[src/hw/rtl/tlnef_pkg.sv]
`timescale 1ns / 1ps
`default_nettype none
// ----------------------------------------------------------------------------
// Text line number and escape filter package
// Shared constants, types and helper functions of the text formatting filter.
// ----------------------------------------------------------------------------
package tlnef_pkg;

	// Columns of the printed line number and the digits actually stored.
	localparam int NUMBER_DIGITS = 6;
	localparam int BCD_DIGITS    = 6;
	localparam int LIMIT_DIGITS  = (NUMBER_DIGITS < BCD_DIGITS) ? NUMBER_DIGITS : BCD_DIGITS;
	localparam int BCD_W         = 4 * BCD_DIGITS;
	localparam int COL_W         = (NUMBER_DIGITS > 1) ? $clog2(NUMBER_DIGITS) : 1;

	// Depth of the queue between the classifier and the expander.
	localparam int QUEUE_DEPTH = 4;
	localparam int QPTR_W      = $clog2(QUEUE_DEPTH);
	localparam int QCNT_W      = $clog2(QUEUE_DEPTH + 1);

	// Configuration register indexes.
	localparam int CFG_IDX_W = 3;
	localparam logic [CFG_IDX_W-1:0] REG_NUMBER_ALL      = 3'd0;
	localparam logic [CFG_IDX_W-1:0] REG_NUMBER_NONBLANK = 3'd1;
	localparam logic [CFG_IDX_W-1:0] REG_SQUEEZE_BLANK   = 3'd2;
	localparam logic [CFG_IDX_W-1:0] REG_SHOW_ENDS       = 3'd3;
	localparam logic [CFG_IDX_W-1:0] REG_SHOW_TABS       = 3'd4;
	localparam logic [CFG_IDX_W-1:0] REG_SHOW_CONTROL    = 3'd5;

	// Character codes.
	localparam logic [7:0] CH_TAB       = 8'h09;
	localparam logic [7:0] CH_NEWLINE   = 8'h0A;
	localparam logic [7:0] CH_SPACE     = 8'h20;
	localparam logic [7:0] CH_DOLLAR    = 8'h24;
	localparam logic [7:0] CH_ZERO      = 8'h30;
	localparam logic [7:0] CH_UPPER_I   = 8'h49;
	localparam logic [7:0] CH_CARET     = 8'h5E;
	localparam logic [7:0] CARET_OFFSET = 8'd64;
	localparam logic [7:0] CONTROL_MAX  = 8'd31;

	// Option bits as held by the configuration registers.
	typedef struct packed {
		logic number_all_lines;
		logic number_nonblank_lines;
		logic squeeze_blank_lines;
		logic show_line_ends;
		logic show_tab_chars;
		logic show_control_chars;
	} cfg_t;

	// One classified input byte, ready for expansion.
	typedef struct packed {
		logic             num_en;
		logic [BCD_W-1:0] bcd;
		logic             dollar_en;
		logic             caret_en;
		logic [7:0]       ch;
	} entry_t;

	// Saturating BCD increment over the low LIMIT_DIGITS digits.
	function automatic logic [BCD_W-1:0] bcd_inc(input logic [BCD_W-1:0] value);
		logic [BCD_W-1:0] res;
		logic             all_nine;
		logic             carry;
		logic [3:0]       d;
		res      = value;
		all_nine = 1'b1;
		carry    = 1'b1;
		for (int i = 0; i < BCD_DIGITS; i++) begin
			if (i < LIMIT_DIGITS && value[4*i +: 4] != 4'd9) begin
				all_nine = 1'b0;
			end
		end
		if (!all_nine) begin
			for (int i = 0; i < BCD_DIGITS; i++) begin
				d = value[4*i +: 4];
				if (carry) begin
					if (d >= 4'd9) begin
						res[4*i +: 4] = 4'd0;
					end else begin
						res[4*i +: 4] = d + 4'd1;
						carry         = 1'b0;
					end
				end
			end
		end
		return res;
	endfunction

	// Digit shown in a column; columns beyond the stored digits read as zero.
	function automatic logic [3:0] digit_at(input logic [BCD_W-1:0] value,
			input logic [COL_W-1:0] col);
		logic [3:0] d;
		d = 4'd0;
		for (int i = 0; i < BCD_DIGITS; i++) begin
			if (i < NUMBER_DIGITS && col == COL_W'(i)) begin
				d = value[4*i +: 4];
			end
		end
		return d;
	endfunction

endpackage
`default_nettype wire

[src/hw/rtl/tlnef_in_if.sv]
`timescale 1ns / 1ps
`default_nettype none
// ----------------------------------------------------------------------------
// Raw byte channel
// Valid/ready channel that carries one raw text byte per transfer.
// ----------------------------------------------------------------------------
interface tlnef_in_if;
	logic       valid;
	logic       ready;
	logic [7:0] data_byte;

	modport source (output valid, output data_byte, input ready);
	modport sink (input valid, input data_byte, output ready);
endinterface
`default_nettype wire

[src/hw/rtl/tlnef_out_if.sv]
`timescale 1ns / 1ps
`default_nettype none
// ----------------------------------------------------------------------------
// Formatted byte channel
// Valid/ready channel that carries one formatted byte and its run end mark.
// ----------------------------------------------------------------------------
interface tlnef_out_if;
	logic       valid;
	logic       ready;
	logic [7:0] out_byte;
	logic       run_end;

	modport source (output valid, output out_byte, output run_end, input ready);
	modport sink (input valid, input out_byte, input run_end, output ready);
endinterface
`default_nettype wire

[src/hw/rtl/tlnef_cfg_if.sv]
`timescale 1ns / 1ps
`default_nettype none
// ----------------------------------------------------------------------------
// Configuration write channel
// Valid/ready channel that carries a register index and one bit of data.
// ----------------------------------------------------------------------------
interface tlnef_cfg_if;
	logic                               valid;
	logic                               ready;
	logic [tlnef_pkg::CFG_IDX_W-1:0] index;
	logic                               wdata;

	modport source (output valid, output index, output wdata, input ready);
	modport sink (input valid, input index, input wdata, output ready);
endinterface
`default_nettype wire

[src/hw/rtl/tlnef_front.sv]
`timescale 1ns / 1ps
`default_nettype none
// ----------------------------------------------------------------------------
// Byte classifier
// Accepts raw bytes, keeps the line state and counter, and queues one
// classified entry per byte that is not squeezed away.
// ----------------------------------------------------------------------------
module tlnef_front (
	input  wire logic              clk,
	input  wire logic              arst_n,
	input  wire tlnef_pkg::cfg_t   cfg,
	tlnef_in_if.sink               raw,
	input  wire logic              q_full,
	output logic                   push,
	output tlnef_pkg::entry_t      entry
);

	logic                        after_newline_q;
	logic                        blank_emitted_q;
	logic [tlnef_pkg::BCD_W-1:0] count_q;
	logic [tlnef_pkg::BCD_W-1:0] count_inc;
	logic                        accept;
	logic                        is_nl;
	logic                        is_tab;
	logic                        drop;
	logic                        number;

	// The queue alone holds back the input.
	assign raw.ready = !q_full;
	assign accept    = raw.valid && raw.ready;

	// Classify the byte against the current line state.
	assign is_nl     = (raw.data_byte == tlnef_pkg::CH_NEWLINE);
	assign is_tab    = (raw.data_byte == tlnef_pkg::CH_TAB);
	assign drop      = cfg.squeeze_blank_lines && after_newline_q && is_nl && blank_emitted_q;
	assign number    = after_newline_q &&
		((cfg.number_all_lines && !cfg.number_nonblank_lines) ||
		(cfg.number_nonblank_lines && !is_nl));
	assign count_inc = tlnef_pkg::bcd_inc(count_q);
	assign push      = accept && !drop;

	// Build the queue entry.
	always_comb begin
		entry.num_en    = number;
		entry.bcd       = count_inc;
		entry.dollar_en = cfg.show_line_ends && is_nl;
		entry.caret_en  = 1'b0;
		entry.ch        = raw.data_byte;
		if (cfg.show_tab_chars && is_tab) begin
			entry.caret_en = 1'b1;
			entry.ch       = tlnef_pkg::CH_UPPER_I;
		end else if (cfg.show_control_chars && raw.data_byte <= tlnef_pkg::CONTROL_MAX &&
				!is_nl && !is_tab) begin
			entry.caret_en = 1'b1;
			entry.ch       = raw.data_byte + tlnef_pkg::CARET_OFFSET;
		end
	end

	// Line state advances on every unsqueezed byte, the counter on numbered ones.
	always_ff @(posedge clk or negedge arst_n) begin
		if (!arst_n) begin
			after_newline_q <= 1'b1;
			blank_emitted_q <= 1'b0;
			count_q         <= '0;
		end else if (push) begin
			after_newline_q <= is_nl;
			blank_emitted_q <= after_newline_q && is_nl;
			if (number) begin
				count_q <= count_inc;
			end
		end
	end

endmodule
`default_nettype wire

[src/hw/rtl/tlnef_queue.sv]
`timescale 1ns / 1ps
`default_nettype none
// ----------------------------------------------------------------------------
// Entry queue
// Short first-in first-out queue between the classifier and the expander.
// ----------------------------------------------------------------------------
module tlnef_queue (
	input  wire logic               clk,
	input  wire logic               arst_n,
	input  wire logic               push,
	input  wire tlnef_pkg::entry_t  wr_entry,
	input  wire logic               pop,
	output logic                    full,
	output logic                    head_valid,
	output tlnef_pkg::entry_t       head
);

	tlnef_pkg::entry_t               mem_q [tlnef_pkg::QUEUE_DEPTH];
	logic [tlnef_pkg::QPTR_W-1:0]    wr_ptr_q;
	logic [tlnef_pkg::QPTR_W-1:0]    rd_ptr_q;
	logic [tlnef_pkg::QCNT_W-1:0]    count_q;

	assign full       = (count_q == tlnef_pkg::QCNT_W'(tlnef_pkg::QUEUE_DEPTH));
	assign head_valid = (count_q != '0);
	assign head       = mem_q[rd_ptr_q];

	// Storage is written in place; no reset needed.
	always_ff @(posedge clk) begin
		if (push) begin
			mem_q[wr_ptr_q] <= wr_entry;
		end
	end

	// Pointers wrap at the queue depth.
	always_ff @(posedge clk or negedge arst_n) begin
		if (!arst_n) begin
			wr_ptr_q <= '0;
			rd_ptr_q <= '0;
			count_q  <= '0;
		end else begin
			if (push) begin
				wr_ptr_q <= (wr_ptr_q == tlnef_pkg::QPTR_W'(tlnef_pkg::QUEUE_DEPTH - 1)) ?
					'0 : wr_ptr_q + 1'b1;
			end
			if (pop) begin
				rd_ptr_q <= (rd_ptr_q == tlnef_pkg::QPTR_W'(tlnef_pkg::QUEUE_DEPTH - 1)) ?
					'0 : rd_ptr_q + 1'b1;
			end
			if (push && !pop) begin
				count_q <= count_q + 1'b1;
			end else if (pop && !push) begin
				count_q <= count_q - 1'b1;
			end
		end
	end

endmodule
`default_nettype wire

[src/hw/rtl/tlnef_back.sv]
`timescale 1ns / 1ps
`default_nettype none
// ----------------------------------------------------------------------------
// Byte expander
// Walks the queue head through its output bytes, one byte per cycle while
// the output stage can move, into a registered output stage.
// ----------------------------------------------------------------------------
module tlnef_back (
	input  wire logic               clk,
	input  wire logic               arst_n,
	input  wire logic               head_valid,
	input  wire tlnef_pkg::entry_t  head,
	output logic                    pop,
	tlnef_out_if.source             fmt
);

	typedef enum logic [2:0] {
		PH_NUM,
		PH_TAB,
		PH_DOLLAR,
		PH_CARET,
		PH_CHAR
	} phase_t;

	phase_t                      phase_q;
	logic                        started_q;
	logic [tlnef_pkg::COL_W-1:0] col_q;
	logic                        lead_q;
	logic                        out_valid_q;
	logic [7:0]                  out_byte_q;
	logic                        out_run_end_q;

	phase_t                      eff_phase;
	phase_t                      next_phase;
	phase_t                      tail_phase;
	logic [tlnef_pkg::COL_W-1:0] eff_col;
	logic [tlnef_pkg::COL_W-1:0] next_col;
	logic                        eff_lead;
	logic                        lead_now;
	logic [3:0]                  digit;
	logic [7:0]                  emit_byte;
	logic                        advance;
	logic                        emit;
	logic                        last;

	assign fmt.valid    = out_valid_q;
	assign fmt.out_byte = out_byte_q;
	assign fmt.run_end  = out_run_end_q;

	// The output stage moves when it is empty or being taken.
	assign advance = !out_valid_q || fmt.ready;
	assign emit    = head_valid && advance;
	assign last    = (eff_phase == PH_CHAR);
	assign pop     = emit && last;

	// Pick the byte for the current step and the step after it.
	always_comb begin
		tail_phase = head.caret_en ? PH_CARET : PH_CHAR;
		if (started_q) begin
			eff_phase = phase_q;
		end else if (head.num_en) begin
			eff_phase = PH_NUM;
		end else if (head.dollar_en) begin
			eff_phase = PH_DOLLAR;
		end else begin
			eff_phase = tail_phase;
		end
		eff_col  = started_q ? col_q : tlnef_pkg::COL_W'(tlnef_pkg::NUMBER_DIGITS - 1);
		eff_lead = started_q ? lead_q : 1'b1;
		digit    = tlnef_pkg::digit_at(head.bcd, eff_col);
		lead_now = eff_lead && (digit == 4'd0) && (eff_col != '0);
		next_col = eff_col;
		case (eff_phase)
			PH_NUM: begin
				emit_byte = lead_now ? tlnef_pkg::CH_SPACE : (tlnef_pkg::CH_ZERO | {4'h0, digit});
				next_col  = eff_col - 1'b1;
				if (eff_col == '0) begin
					next_phase = PH_TAB;
				end else begin
					next_phase = PH_NUM;
				end
			end
			PH_TAB: begin
				emit_byte  = tlnef_pkg::CH_TAB;
				next_phase = head.dollar_en ? PH_DOLLAR : tail_phase;
			end
			PH_DOLLAR: begin
				emit_byte  = tlnef_pkg::CH_DOLLAR;
				next_phase = tail_phase;
			end
			PH_CARET: begin
				emit_byte  = tlnef_pkg::CH_CARET;
				next_phase = PH_CHAR;
			end
			PH_CHAR: begin
				emit_byte  = head.ch;
				next_phase = PH_CHAR;
			end
			default: begin
				emit_byte  = head.ch;
				next_phase = PH_CHAR;
			end
		endcase
	end

	// Step state and output register.
	always_ff @(posedge clk or negedge arst_n) begin
		if (!arst_n) begin
			phase_q       <= PH_CHAR;
			started_q     <= 1'b0;
			col_q         <= '0;
			lead_q        <= 1'b1;
			out_valid_q   <= 1'b0;
			out_byte_q    <= '0;
			out_run_end_q <= 1'b0;
		end else begin
			if (advance) begin
				out_valid_q <= head_valid;
				if (head_valid) begin
					out_byte_q    <= emit_byte;
					out_run_end_q <= last;
				end
			end
			if (emit) begin
				if (last) begin
					started_q <= 1'b0;
				end else begin
					started_q <= 1'b1;
					phase_q   <= next_phase;
					col_q     <= next_col;
					lead_q    <= lead_now;
				end
			end
		end
	end

`ifndef SYNTHESIS
	// An entry is only retired while one is present.
	a_pop_needs_head: assert property (@(posedge clk) disable iff (!arst_n)
		pop |-> head_valid)
		else $error("expander retired an entry from an empty queue");

	// A partly expanded entry stays at the queue head.
	a_started_has_head: assert property (@(posedge clk) disable iff (!arst_n)
		started_q |-> head_valid)
		else $error("expansion in progress without a queue entry");

	// Retiring an entry puts its final byte, marked as run end, on the output.
	a_pop_marks_end: assert property (@(posedge clk) disable iff (!arst_n)
		pop |=> (out_valid_q && out_run_end_q))
		else $error("retired entry did not produce a run end byte");
`endif

endmodule
`default_nettype wire

[src/hw/rtl/text_line_number_escape_filter.sv]
`timescale 1ns / 1ps
`default_nettype none
// ----------------------------------------------------------------------------
// Text line number and escape filter
// Reformats a text byte stream with line numbers, squeezed blank lines and
// visible line ends, tabs and control characters.
// ----------------------------------------------------------------------------
// Each raw byte yields one to NUMBER_DIGITS + 3 output bytes (none for a
// squeezed blank line), and the last byte of each group carries run_end.
// The output side moves one byte per cycle unless fmt.ready holds it, so
// an expanded byte holds the expander; plain bytes flow at one per cycle.
// A four-entry queue separates the classifier from the expander, so raw
// bytes are taken every cycle until that queue is full. Registers are
// written through the configuration channel, which is always ready; write
// them only while the filter is idle.
// ----------------------------------------------------------------------------
module text_line_number_escape_filter (
	input  wire logic    clk,
	input  wire logic    arst_n,
	tlnef_in_if.sink     raw,
	tlnef_out_if.source  fmt,
	tlnef_cfg_if.sink    cfg
);

	tlnef_pkg::cfg_t   cfg_q;
	tlnef_pkg::entry_t push_entry;
	tlnef_pkg::entry_t head;
	logic              push;
	logic              pop;
	logic              q_full;
	logic              head_valid;

	// Configuration registers; indexes beyond the list are ignored.
	assign cfg.ready = 1'b1;

	always_ff @(posedge clk or negedge arst_n) begin
		if (!arst_n) begin
			cfg_q <= '0;
		end else if (cfg.valid && cfg.ready) begin
			case (cfg.index)
				tlnef_pkg::REG_NUMBER_ALL:      cfg_q.number_all_lines      <= cfg.wdata;
				tlnef_pkg::REG_NUMBER_NONBLANK: cfg_q.number_nonblank_lines <= cfg.wdata;
				tlnef_pkg::REG_SQUEEZE_BLANK:   cfg_q.squeeze_blank_lines   <= cfg.wdata;
				tlnef_pkg::REG_SHOW_ENDS:       cfg_q.show_line_ends        <= cfg.wdata;
				tlnef_pkg::REG_SHOW_TABS:       cfg_q.show_tab_chars        <= cfg.wdata;
				tlnef_pkg::REG_SHOW_CONTROL:    cfg_q.show_control_chars    <= cfg.wdata;
				default: begin
				end
			endcase
		end
	end

	// Classifier.
	tlnef_front u_front (
		.clk    (clk),
		.arst_n (arst_n),
		.cfg    (cfg_q),
		.raw    (raw),
		.q_full (q_full),
		.push   (push),
		.entry  (push_entry)
	);

	// Queue between classifier and expander.
	tlnef_queue u_queue (
		.clk        (clk),
		.arst_n     (arst_n),
		.push       (push),
		.wr_entry   (push_entry),
		.pop        (pop),
		.full       (q_full),
		.head_valid (head_valid),
		.head       (head)
	);

	// Expander.
	tlnef_back u_back (
		.clk        (clk),
		.arst_n     (arst_n),
		.head_valid (head_valid),
		.head       (head),
		.pop        (pop),
		.fmt        (fmt)
	);

endmodule
`default_nettype wire
[src/flat_wrapper.sv]
// flat-port wrapper written by rule: the top's interface ports become plain ports
module text_line_number_escape_filter_flat 
  (clk, arst_n, raw_valid, raw_data_byte, raw_ready, fmt_valid, fmt_out_byte, fmt_run_end, fmt_ready, cfg_valid, cfg_index, cfg_wdata, cfg_ready);
  tlnef_in_if raw_i ();
  tlnef_out_if fmt_i ();
  tlnef_cfg_if cfg_i ();
  input  wire logic clk;
  input  wire logic arst_n;
  input wire logic [$bits(raw_i.valid)-1:0] raw_valid;
  input wire logic [$bits(raw_i.data_byte)-1:0] raw_data_byte;
  output wire logic [$bits(raw_i.ready)-1:0] raw_ready;
  output wire logic [$bits(fmt_i.valid)-1:0] fmt_valid;
  output wire logic [$bits(fmt_i.out_byte)-1:0] fmt_out_byte;
  output wire logic [$bits(fmt_i.run_end)-1:0] fmt_run_end;
  input wire logic [$bits(fmt_i.ready)-1:0] fmt_ready;
  input wire logic [$bits(cfg_i.valid)-1:0] cfg_valid;
  input wire logic [$bits(cfg_i.index)-1:0] cfg_index;
  input wire logic [$bits(cfg_i.wdata)-1:0] cfg_wdata;
  output wire logic [$bits(cfg_i.ready)-1:0] cfg_ready;
  assign raw_i.valid = raw_valid;
  assign raw_i.data_byte = raw_data_byte;
  assign raw_ready = raw_i.ready;
  assign fmt_valid = fmt_i.valid;
  assign fmt_out_byte = fmt_i.out_byte;
  assign fmt_run_end = fmt_i.run_end;
  assign fmt_i.ready = fmt_ready;
  assign cfg_i.valid = cfg_valid;
  assign cfg_i.index = cfg_index;
  assign cfg_i.wdata = cfg_wdata;
  assign cfg_ready = cfg_i.ready;
  text_line_number_escape_filter u_core (.clk(clk), .arst_n(arst_n), .raw(raw_i), .fmt(fmt_i), .cfg(cfg_i));
endmodule
[config.mk]
export PLATFORM = sky130hd
export DESIGN_NAME = text_line_number_escape_filter_flat
export DESIGN_NICKNAME = d
export VERILOG_FILES = /design/src/hw/rtl/tlnef_pkg.sv /design/src/hw/rtl/tlnef_in_if.sv /design/src/hw/rtl/tlnef_out_if.sv /design/src/hw/rtl/tlnef_cfg_if.sv /design/src/hw/rtl/tlnef_front.sv /design/src/hw/rtl/tlnef_queue.sv /design/src/hw/rtl/tlnef_back.sv /design/src/hw/rtl/text_line_number_escape_filter.sv /design/src/flat_wrapper.sv
export SDC_FILE = /design/constraint.sdc
export NUM_CORES = 1
export LEC_CHECK = 0
export BUFFER_PORTS_ARGS = -buffer_cell sky130_fd_sc_hd__buf_2
export CORE_MARGIN = 3
export CORE_UTILIZATION = 39
export DETAILED_ROUTE_END_ITERATION = 7
export SYNTH_ARGS = -nofsm -noshare
export SYNTH_HDL_FRONTEND = slang
export SYNTH_SLANG_ARGS = --single-unit
[constraint.sdc]
create_clock -name clk -period 2.92 [get_ports clk]
set_input_delay 0.146 -clock clk [delete_from_list [all_inputs] [get_ports clk]]
set_output_delay 0.146 -clock clk [all_outputs]
set_load 0.01 [all_outputs]
==> impl_metrics.json, run 1 <==
{
  "grt_usage_pct": 14.9,
  "drive_above_1_share_pct": 19.3,
  "irDropWorstVdd_uv": 390,
  "worstMarginPinSlew_ns": 0.988,
  "syn_area_per_cell_sq_um": 13.4,
  "die_h_microns": 159,
  "path_clk_slew_ns": 0.08,
  "post_cts_buffers": 0,
  "arrival_ns": 3.03,
  "synth_area_sq_um": 9130,
  "ys_async_sr_fraction_pct": 28.9,
  "via_per_inst": 5.30,
  "grt_max_degree": 41,
  "ant_nets": 0,
  "cts_tree": "yes",
  "final_nets": 781,
  "io_buffers": 27,
  "synth_edf_count": 140,
  "max_stage_delay_ns": 0.83,
  "drc": 0,
  "first_pass_iters": 5,
  "diodes": 0,
  "placed_cells": 1021,
  "core_area_sq_um": 22800,
  "synth_fp_nets": 726,
  "clk_latency_ns": 0.44,
  "cts_buffers": 17,
  "synthToLayoutAreaGrowth_pct": 14.8,
  "dieArea_sq_um": 25300,
  "yosys_warnings": 0,
  "slew_headroom_pct": 33.6,
  "crit_type": "reg2reg",
  "synth-main-ff-cell": "edfxtp_1",
  "clock_skew_ns": 0.0164,
  "hold_path_class": "in2reg",
  "utilization_pct": 45.9,
  "cts.sinks": 197,
  "io_pins": 29,
  "power_density_nw_per_um2": 847,
  "status": "completed",
  "power.static_leakage_uw": 0.00396,
  "cp-end-kind": "flip-flop",
  "grt_overflow": 0,
  "cp.required_ns": 3.24,
  "grt_pass1_wl_microns": 29900,
  "synth_seq_cells": 197,
  "setup_viol": 0,
  "root_buffer": "clkbuf_16",
  "synth_top_cells_by_area": "edfxtp_1 (46%), dfrtp_1 (15%), mux4_2 (5.2%), ha_1 (3.8%), nand2_1 (3.4%)",
  "final_cells": 1061,
  "cp_max_fo": 8,
  "synthDistinctLibCells": 72,
  "drtIter0Drc": 485,
  "hold_viol": 0,
  "wire_per_inst_microns": 17.5,
  "syn_inst": 680,
  "slew_viol_final": 0,
  "rsz0062_at_grt": "no",
  "hpwl_microns": 12800,
  "synth_seq_area_share_pct": 61.7,
  "die_w_microns": 159,
  "path_cells": "ha_1 > o31ai_1 > or4_4 > nor2_1 > o22ai_1 > nand2b_1 > mux2_2",
  "crit_slowest_cell": "o31ai_1",
  "report.power.total_uw": 8880,
  "wl_microns": 18500,
  "initial_core_util_pct": 40.0,
  "htreeDepth": 4,
  "synth_top_area_cell": "edfxtp_1",
  "maxCapViolCount": 0,
  "final_common_cell": "edfxtp_1",
  "vias": 5620,
  "layout.cells.most_common_list": "edfxtp_1 (140), nand2_1 (83), dfrtp_1 (52)",
  "fmax_ghz": 0.368,
  "grt_pass1_vias": 5676,
  "cp-start-kind": "flip-flop",
  "layout_min_cycle_time_ns": 2.71,
  "finalCritPeriodShare_pct": 92.9,
  "gp_congestion": 0.916,
  "yosysTopAreaCellShare_pct": 46.0,
  "core.rowCount": 55,
  "fin_setup_tns_ns": 0,
  "cts_buffer_depth": 2,
  "antenna_found_initial": 0
}
critical path, delay by kind of cell, from the launching register on:
family	cells	cell delay, ns
flops	1	0.45
simple gates	3	0.56
fa+ha+maj	1	0.26
mux	1	0.30
compound gates	2	1.02
worst paths after layout:
check | end | slack [ns] | depth (start not counted) | from
worst max-delay path | u_core.u_front.count_q[23] | 0.21 | 7 | u_core.u_front.count_q[12]
worst min-delay path | u_core.cfg_q[3] | 0.02 | 2 | cfg_wdata
worst max register to register | u_core.u_front.count_q[23] | 0.21 | 7 | u_core.u_front.count_q[12]
worst min register to register | u_core.u_back.fmt.out_byte[5] | 0.48 | 2 | u_core.u_back.fmt.out_byte[5]
max in group asynchronous | u_core.u_front.count_q[6] | 1.71 | 3 | arst_n
min in group asynchronous | u_core.u_queue.wr_ptr_q[0] | 0.39 | 2 | arst_n
logic make-up after synthesis:
family                     after synthesis  synth area share [%]
adders and majority gates               29                  4.06
and+or+nand+nor                        200                  11.4
AOI/OAI and AO/OA                      129                  9.04
buffers and inverters                   60                  2.93
DFF                                    197                  61.7
xor gates and xnor gates                 8                 0.767
other                                    1                0.0411
muxes                                   56                  10.1
where the power goes:
part / total (uW) / switching (uW) / internal, uW / leakage (uW)
Sequential: 3770 / 228 / 3550 / 0.00202
Clock: 2310 / 1140 / 1160 / 0.000295
Combinational: 2800 / 1600 / 1190 / 0.00165
cell usage after synthesis (5+ instances only):
cell,number
xor2_1,6
inv_1,33
nor2_1,30
dfrtp_1,54
ha_1,28
mux4_2,21
nand3_1,13
nand2b_1,7
o21ai_0,52
a21oi_1,19
a21o_1,5
nand2_1,83
mux4_1,5
and2_1,11
a31oi_1,6
mux2i_1,16
buf_4,6
mux2_2,14
nand4_1,5
edfxtp_1,140
nor2b_1,12
nor3_1,5
clkbuf_1,15
stage by stage:
stage                     instance area [sq um]  hold WS, ns  setup slack [ns]
after global placement                     9790        0.332             0.203
after detailed placement                   9790        0.341             0.123
after CTS                                 10500      0.00926            0.0782
after global routing                      10500       0.0225           0.00700
after floorplan                            9130       -0.150             0.198
final                                     10500       0.0226             0.206
registers in the layout (all words and copies together) (netlist names), 2 cells and up:
| register | cells |
|---|---|
| u_core.u_queue.mem_q | 140 |
| u_core.u_front.count_q | 24 |
| u_core.u_back.fmt.out_byte | 8 |
| u_core.cfg_q | 6 |
| u_core.u_back.col_q | 3 |
| u_core.u_back.phase_q | 3 |
| u_core.u_queue.count_q | 3 |
| u_core.u_queue.rd_ptr_q | 2 |
| u_core.u_queue.wr_ptr_q | 2 |
layout make-up:
type / count / area, sq um
fill: 2031 / 12400
sequential: 197 / 5640
multi-input combinational: 423 / 3230
timing repair buffer: 63 / 488
clock buffer: 17 / 425
tap: 313 / 392
clock inverter: 15 / 179
inverter: 33 / 124
timing repair:
item | in CTS | in global routing
endpoints found under the hold margin | 59 | 0
hold buffers | 8 | 0
setup endpoints to repair | 0 | 19
resized for setup | 0 | 2
layer usage:
layer / up-vias / share of wire (%) / global-route usage (%) / wire, microns
met2: 129 / 47 / 23.4 / 8780
met5: - / 0 / 0 / 0
li1: 2669 / - / - / -
met4: 0 / 2.1 / 5.01 / 381
met1: 2794 / 47 / 20.9 / 8690
met3: 28 / 3.7 / 2.94 / 695
(Power assumes the default switching activity.)
==> run 2: changes to the inputs <==
==> constraint.sdc (replaced) <==
create_clock -name clk -period 2.3 [get_ports clk]
set_input_delay 0.115 -clock clk [delete_from_list [all_inputs] [get_ports clk]]
set_output_delay 0.115 -clock clk [all_outputs]
set_load 0.01 [all_outputs]
==> run 2 against run 1 <==
Effect of this change:
- the run now ends with negative setup slack left
- sequential power increased by 27%
- combinational power up 65%
- clock power increased by 26%
- sequential cell count is the same
- final cell count up 11%
- routed wire length rose by 14%
- setup slack got worse by 0.45 ns
- utilization up 7.2 points
- hold slack better by 0.035 ns
- critical path type unchanged
- critical endpoint is now u_core.u_queue.mem_q[2][31]
- largest power group unchanged
==> impl_metrics.json, run 2 (same netlist as run 1, synthesis figures left out) <==
{
  "fin_setup_tns_ns": -9.13,
  "violations": "negative setup slack",
  "wl_microns": 21200,
  "maxCapViolCount": 0,
  "cp.required_ns": 2.48,
  "via_per_inst": 5.26,
  "io_buffers": 27,
  "path_cells": "inv_2 > buf_6 > ha_4 > or3b_4 > nand4_1 > or4_4 > nor2_4 > buf_4 > o21ai_4",
  "crit_buf_inv": 3,
  "drc": 0,
  "cp-end-kind": "flip-flop",
  "min_to": "u_core.cfg_q[2]",
  "setup_slack_ns": -0.249,
  "die_w_microns": 159,
  "report.power.total_uw": 12300,
  "whs_path_depth": 3,
  "grt_pass1_wl_microns": 32600,
  "n_fill_cell": 1869,
  "gp_congestion": 0.886,
  "layout.cells.most_common_list": "edfxtp_1 (140), buf_4 (107), nand2_1 (73)",
  "irDropWorstVdd_uv": 519,
  "layout_min_cycle_time_ns": 2.55,
  "max_stage_delay_ns": 0.66,
  "grt_overflow": 0,
  "core.rowCount": 55,
  "final_nets": 902,
  "first_pass_iters": 4,
  "ant_nets": 0,
  "r2r_cells": 9,
  "hold_viol": 0,
  "hpwl_microns": 14200,
  "cp-start-kind": "flip-flop",
  "cts_tree": "yes",
  "htreeDepth": 4,
  "dp_slack_ns": -0.251,
  "hp-start": "cfg_index[1]",
  "slew_headroom_pct": 65.1,
  "io_pins": 29,
  "setup_viol": 65,
  "final_common_cell": "edfxtp_1",
  "slew_viol_final": 0,
  "regMostFlops": "u_core.u_queue.mem_q",
  "grt_usage_pct": 16.3,
  "dieArea_sq_um": 25300,
  "power.static_leakage_uw": 0.00471,
  "r2r_slack_ns": -0.25,
  "hold_ws_ns": 0.0574,
  "synthToLayoutAreaGrowth_pct": 32.8,
  "drtIter0Drc": 434,
  "cts_buffers": 17,
  "power_density_nw_per_um2": 1010,
  "arrival_ns": 2.73,
  "die_h_microns": 159,
  "startpoint": "u_core.u_front.count_q[9]",
  "root_buffer": "clkbuf_16",
  "clock_skew_ns": 0.0111,
  "initial_core_util_pct": 40.0,
  "antenna_found_initial": 0,
  "clk_latency_ns": 0.44,
  "vias": 6223,
  "cts_buffer_depth": 2,
  "path_clk_slew_ns": 0.08,
  "crit_type": "reg2reg",
  "status": "finished, violations left",
  "grt_max_degree": 58,
  "worstMarginPinSlew_ns": 0.519,
  "wire_per_inst_microns": 17.9,
  "finalCritPeriodShare_pct": 111,
  "fmax_ghz": 0.392,
  "critical_path.top_delay_family": "simple AND/OR/NAND/NOR gates",
  "grt_pass1_vias": 6235,
  "hold_path_class": "in2reg",
  "diodes": 0,
  "largest_reg_flops": 140,
  "cp_max_fo": 7,
  "rsz0062_at_grt": "yes",
  "worstReg2RegEnd": "u_core.u_queue.mem_q[2][31]",
  "crit_slowest_cell": "or4_4",
  "drive_above_1_share_pct": 39.8,
  "cts.sinks": 197,
  "core_area_sq_um": 22800,
  "reg2reg_from": "u_core.u_front.count_q[9]"
}
run 2: cell types whose count changed in the layout (fill, tap and decap cells not counted), moves of 9 or more:
| cell | delta |
|---|---|
| nand2_1 | -10 |
| o21ai_2 | +9 |
| buf_6 | +25 |
| o21ai_0 | -28 |
| buf_4 | +84 |
| o21ai_1 | +13 |
run 2: routing by layer:
layer | wire, microns | vias to the layer above | GRT usage [%]
li1 | - | 2916 | -
met1 | 9330 | 3157 | 21.7
met2 | 10800 | 119 | 27.4
met3 | 634 | 31 | 2.37
met4 | 369 | 0 | 5.81
met5 | 0 | - | 0
run 2: timing repair:
item,in CTS,in global routing
gates resized for setup,46,118
setup endpoints to repair,91,122
setup buffers,14,21
endpoints found under the hold margin,88,0
hold buffers,9,0
pin swaps,26,36
cloned,0,3
run 2: how the worst max path moves through the flow:
stage / end / slack [ns] / depth (start not counted)
2_1_floorplan: u_core.u_queue.count_q[1] / -0.27 / 8
3_3_place_gp: u_core.u_back.lead_q / -0.22 / 10
3_5_place_dp: u_core.u_queue.count_q[1] / -0.25 / 7
4_1_cts: u_core.u_queue.count_q[1] / -0.22 / 8
5_1_grt: u_core.u_front.count_q[18] / -0.35 / 11
6_report: u_core.u_queue.mem_q[2][31] / -0.25 / 9
run 2: area by class of cell:
| cell class | instances | area [sq um] | share of cell area (%) |
|---|---|---|---|
| sequential | 197 | 5640 | 46.5 |
| multi-input combinational | 424 | 3760 | 31.0 |
| timing repair buffer | 183 | 1620 | 13.4 |
| clock buffer | 17 | 425 | 3.51 |
| tap | 313 | 392 | 3.23 |
| clock inverter | 15 | 164 | 1.35 |
| inverter | 33 | 124 | 1.02 |
run 2: worst register-to-register path, cell delays in order (launching register included):
cell and delay (ns):
dfrtp_1 0.38, inv_2 0.07, buf_6 0.12, ha_4 0.14, or3b_4 0.22, nand4_1 0.19
or4_4 0.66, nor2_4 0.26, buf_4 0.18, o21ai_4 0.07
run 2: metrics by stage:
stage | instances | utilization (%) | cell area [sq um]
4_1_cts | 1164 | 50.4 | 11500
6_report | 1182 | 53.1 | 12100
3_5_place_dp | 1113 | 46.4 | 10600
5_1_grt | 1182 | 53.1 | 12100
3_3_place_gp | 1113 | 46.4 | 10600
2_1_floorplan | 680 | - | 9200
run 2: where the power goes:
part	switching (uW)	internal, uW	total [uW]
logic	2390	2230	4620
clock network	1450	1460	2910
registers	265	4500	4770
==> run 3: changes to the inputs <==
--- a/config.mk
+++ b/config.mk
@@ -6,9 +6,11 @@
 export NUM_CORES = 1
 export LEC_CHECK = 0
 export BUFFER_PORTS_ARGS = -buffer_cell sky130_fd_sc_hd__buf_2
+export CORE_ASPECT_RATIO = 0.5
 export CORE_MARGIN = 3
 export CORE_UTILIZATION = 39
 export DETAILED_ROUTE_END_ITERATION = 7
+export SETUP_SLACK_MARGIN = 0.1
 export SYNTH_ARGS = -nofsm -noshare
 export SYNTH_HDL_FRONTEND = slang
 export SYNTH_SLANG_ARGS = --single-unit
==> run 3 against run 2 <==
Effect of this change:
- largest power group is now combinational cells
- first-iteration DRC count fell by 16%
- clock power fell by 2%
- critical endpoint is now u_core.u_queue.count_q[1]
- setup slack improved by 0.073 ns
- the flow still finishes with violations (negative setup slack)
==> impl_metrics.json, run 3 (same netlist as run 1, synthesis figures left out) <==
{
  "wl_microns": 22100,
  "crit_type": "reg2reg",
  "grt_usage_pct": 17.7,
  "dieArea_sq_um": 25400,
  "clock_skew_ns": 0.00939,
  "arrival_ns": 2.80,
  "hold_ws_ns": 0.0540,
  "final_common_cell": "edfxtp_1",
  "initial_core_util_pct": 40.9,
  "maxCapViolCount": 0,
  "status": "finished, violations left",
  "endpoint": "u_core.u_queue.count_q[1]",
  "multi_input_area_sq_um": 3910,
  "drc": 0,
  "largest_reg_flops": 140,
  "r2r_slack_ns": -0.18,
  "startpoint": "u_core.u_queue.rd_ptr_q[0]",
  "layout_min_cycle_time_ns": 2.48,
  "die_w_microns": 222,
  "grt_max_degree": 36,
  "clk_latency_ns": 0.43,
  "placed_cells": 1096,
  "via_per_inst": 5.27,
  "intPower_uw": 8390,
  "die_h_microns": 114,
  "slew_viol_final": 0,
  "p_sw_share_pct": 32.8,
  "wire_per_inst_microns": 18.7,
  "cts_tree": "yes",
  "final_nets": 916,
  "core.rowCount": 38,
  "io_buffers": 27,
  "rsz0062_at_grt": "yes",
  "hold_viol": 0,
  "vias": 6237,
  "cp-start-kind": "flip-flop",
  "n_fill_cell": 1748,
  "seqCellArea_sq_um": 5640,
  "htreeDepth": 4,
  "irDropWorstVdd_uv": 717,
  "combPwrFrac_pct": 38.8,
  "cts_buffer_depth": 2,
  "layout.cells.most_common_list": "edfxtp_1 (140), buf_4 (108), nand2_1 (65)",
  "regMostFlops": "u_core.u_queue.mem_q",
  "cts.sinks": 197,
  "drtIter0Drc": 364,
  "root_buffer": "clkbuf_16",
  "ant_nets": 0,
  "r2r_cells": 8,
  "hold_path_class": "in2reg",
  "final_cells": 1183,
  "fmax_ghz": 0.404,
  "cp-end-kind": "flip-flop",
  "power.static_leakage_uw": 0.00482,
  "finalCritPeriodShare_pct": 108,
  "setup_viol": 30,
  "cts_buffers": 17,
  "p_switching_uw": 4100,
  "grt_overflow": 0,
  "diodes": 0,
  "power_density_nw_per_um2": 1010,
  "first_pass_iters": 5,
  "synthToLayoutAreaGrowth_pct": 35.6,
  "core_area_sq_um": 22300,
  "antenna_found_initial": 1,
  "gp_congestion": 0.881,
  "reg2reg_from": "u_core.u_queue.rd_ptr_q[0]",
  "worstReg2RegEnd": "u_core.u_queue.count_q[1]",
  "drive_above_1_share_pct": 43.6,
  "violations": "negative setup slack",
  "grt_pass1_vias": 6418,
  "grt_pass1_wl_microns": 34700,
  "p_seq_share_pct": 38.3,
  "cp.required_ns": 2.62,
  "cp_max_fo": 4,
  "pwr-share-clk_pct": 22.8,
  "hpwl_microns": 14300,
  "path_clk_slew_ns": 0.07,
  "setup_slack_ns": -0.176,
  "io_pins": 29
}
[run 3: cell count changes in the layout (fill, tap and decap cells not counted), sizes merged]
cell	delta
clkinv	-5
inv	-2
dlygate4sd3	-1
buf	+17
clkbuf	+4
clkinvlp	+1
[run 3: layer usage]
metal / GRT usage [%] / vias to the layer above / wire (microns)
met5: 0 / - / 0
met4: 5.46 / 0 / 414
met3: 3.48 / 31 / 762
met2: 30.2 / 126 / 10900
met1: 23.1 / 3141 / 10000
li1: - / 2939 / -
[run 3: per-stage QoR]
step | total power, uW | setup TNS (ns) | area [sq um] | util, % | setup WS, ns
after global placement | 8990 | -5.35 | 10600 | 47.4 | -0.252
after detailed placement | 9030 | -8.34 | 10600 | 47.4 | -0.222
after global routing | 13200 | -7.59 | 12400 | 55.5 | -0.257
final | 12500 | -1.37 | 12400 | 55.5 | -0.176
after floorplan | 7380 | -0.709 | 9240 | - | -0.268
after CTS | 12200 | -1.58 | 11900 | 53.2 | -0.168
[run 3: critical path: stages (launching register included)]
cell	delay, ns
dfrtp_2	0.42
buf_6	0.12
mux4_2	0.54
nor4_4	0.29
o21ai_2	0.10
ha_2	0.20
inv_2	0.05
fa_1	0.39
mux2_2	0.26
[run 3: cell type report]
type	count	share of cell area, %
Sequential cell	197	45.5
Clock buffer	23	4.04
Inverter	33	1.04
Clock inverter	9	0.525
Multi-Input combinational cell	424	31.6
Tap cell	300	3.03
Timing Repair Buffer	197	14.2
[run 3: timing repair]
action	in CTS	in global routing
resized for setup	111	113
buffers inserted	35	19
cloned	1	0
hold buffers	8	0
pin swaps	34	40
hold endpoints to repair	84	0
endpoints found under the setup margin	120	137
[run 3: worst min-delay path by stage]
stage | from | to | slack, ns | cells past startpoint
after floorplan | arst_n | u_core.cfg_q[0] | -0.18 | 0
after global placement | arst_n | u_core.u_front.blank_emitted_q | 0.15 | 2
after detailed placement | arst_n | u_core.u_front.blank_emitted_q | 0.16 | 2
after CTS | raw_valid | u_core.u_front.after_newline_q | 0.03 | 3
after global routing | raw_data_byte[5] | u_core.u_queue.mem_q[0][5] | 0.04 | 2
final | raw_data_byte[5] | u_core.u_queue.mem_q[0][5] | 0.05 | 2
[run 3: power groups by stage]
stage / Combinational [uW] / Sequential (uW) / Clock (uW)
2_1_floorplan: 2560 / 4810 / 0
3_3_place_gp: 4170 / 4820 / 0
3_5_place_dp: 4180 / 4850 / 0
4_1_cts: 4460 / 4780 / 2910
5_1_grt: 5240 / 4850 / 3070
6_report: 4850 / 4790 / 2850
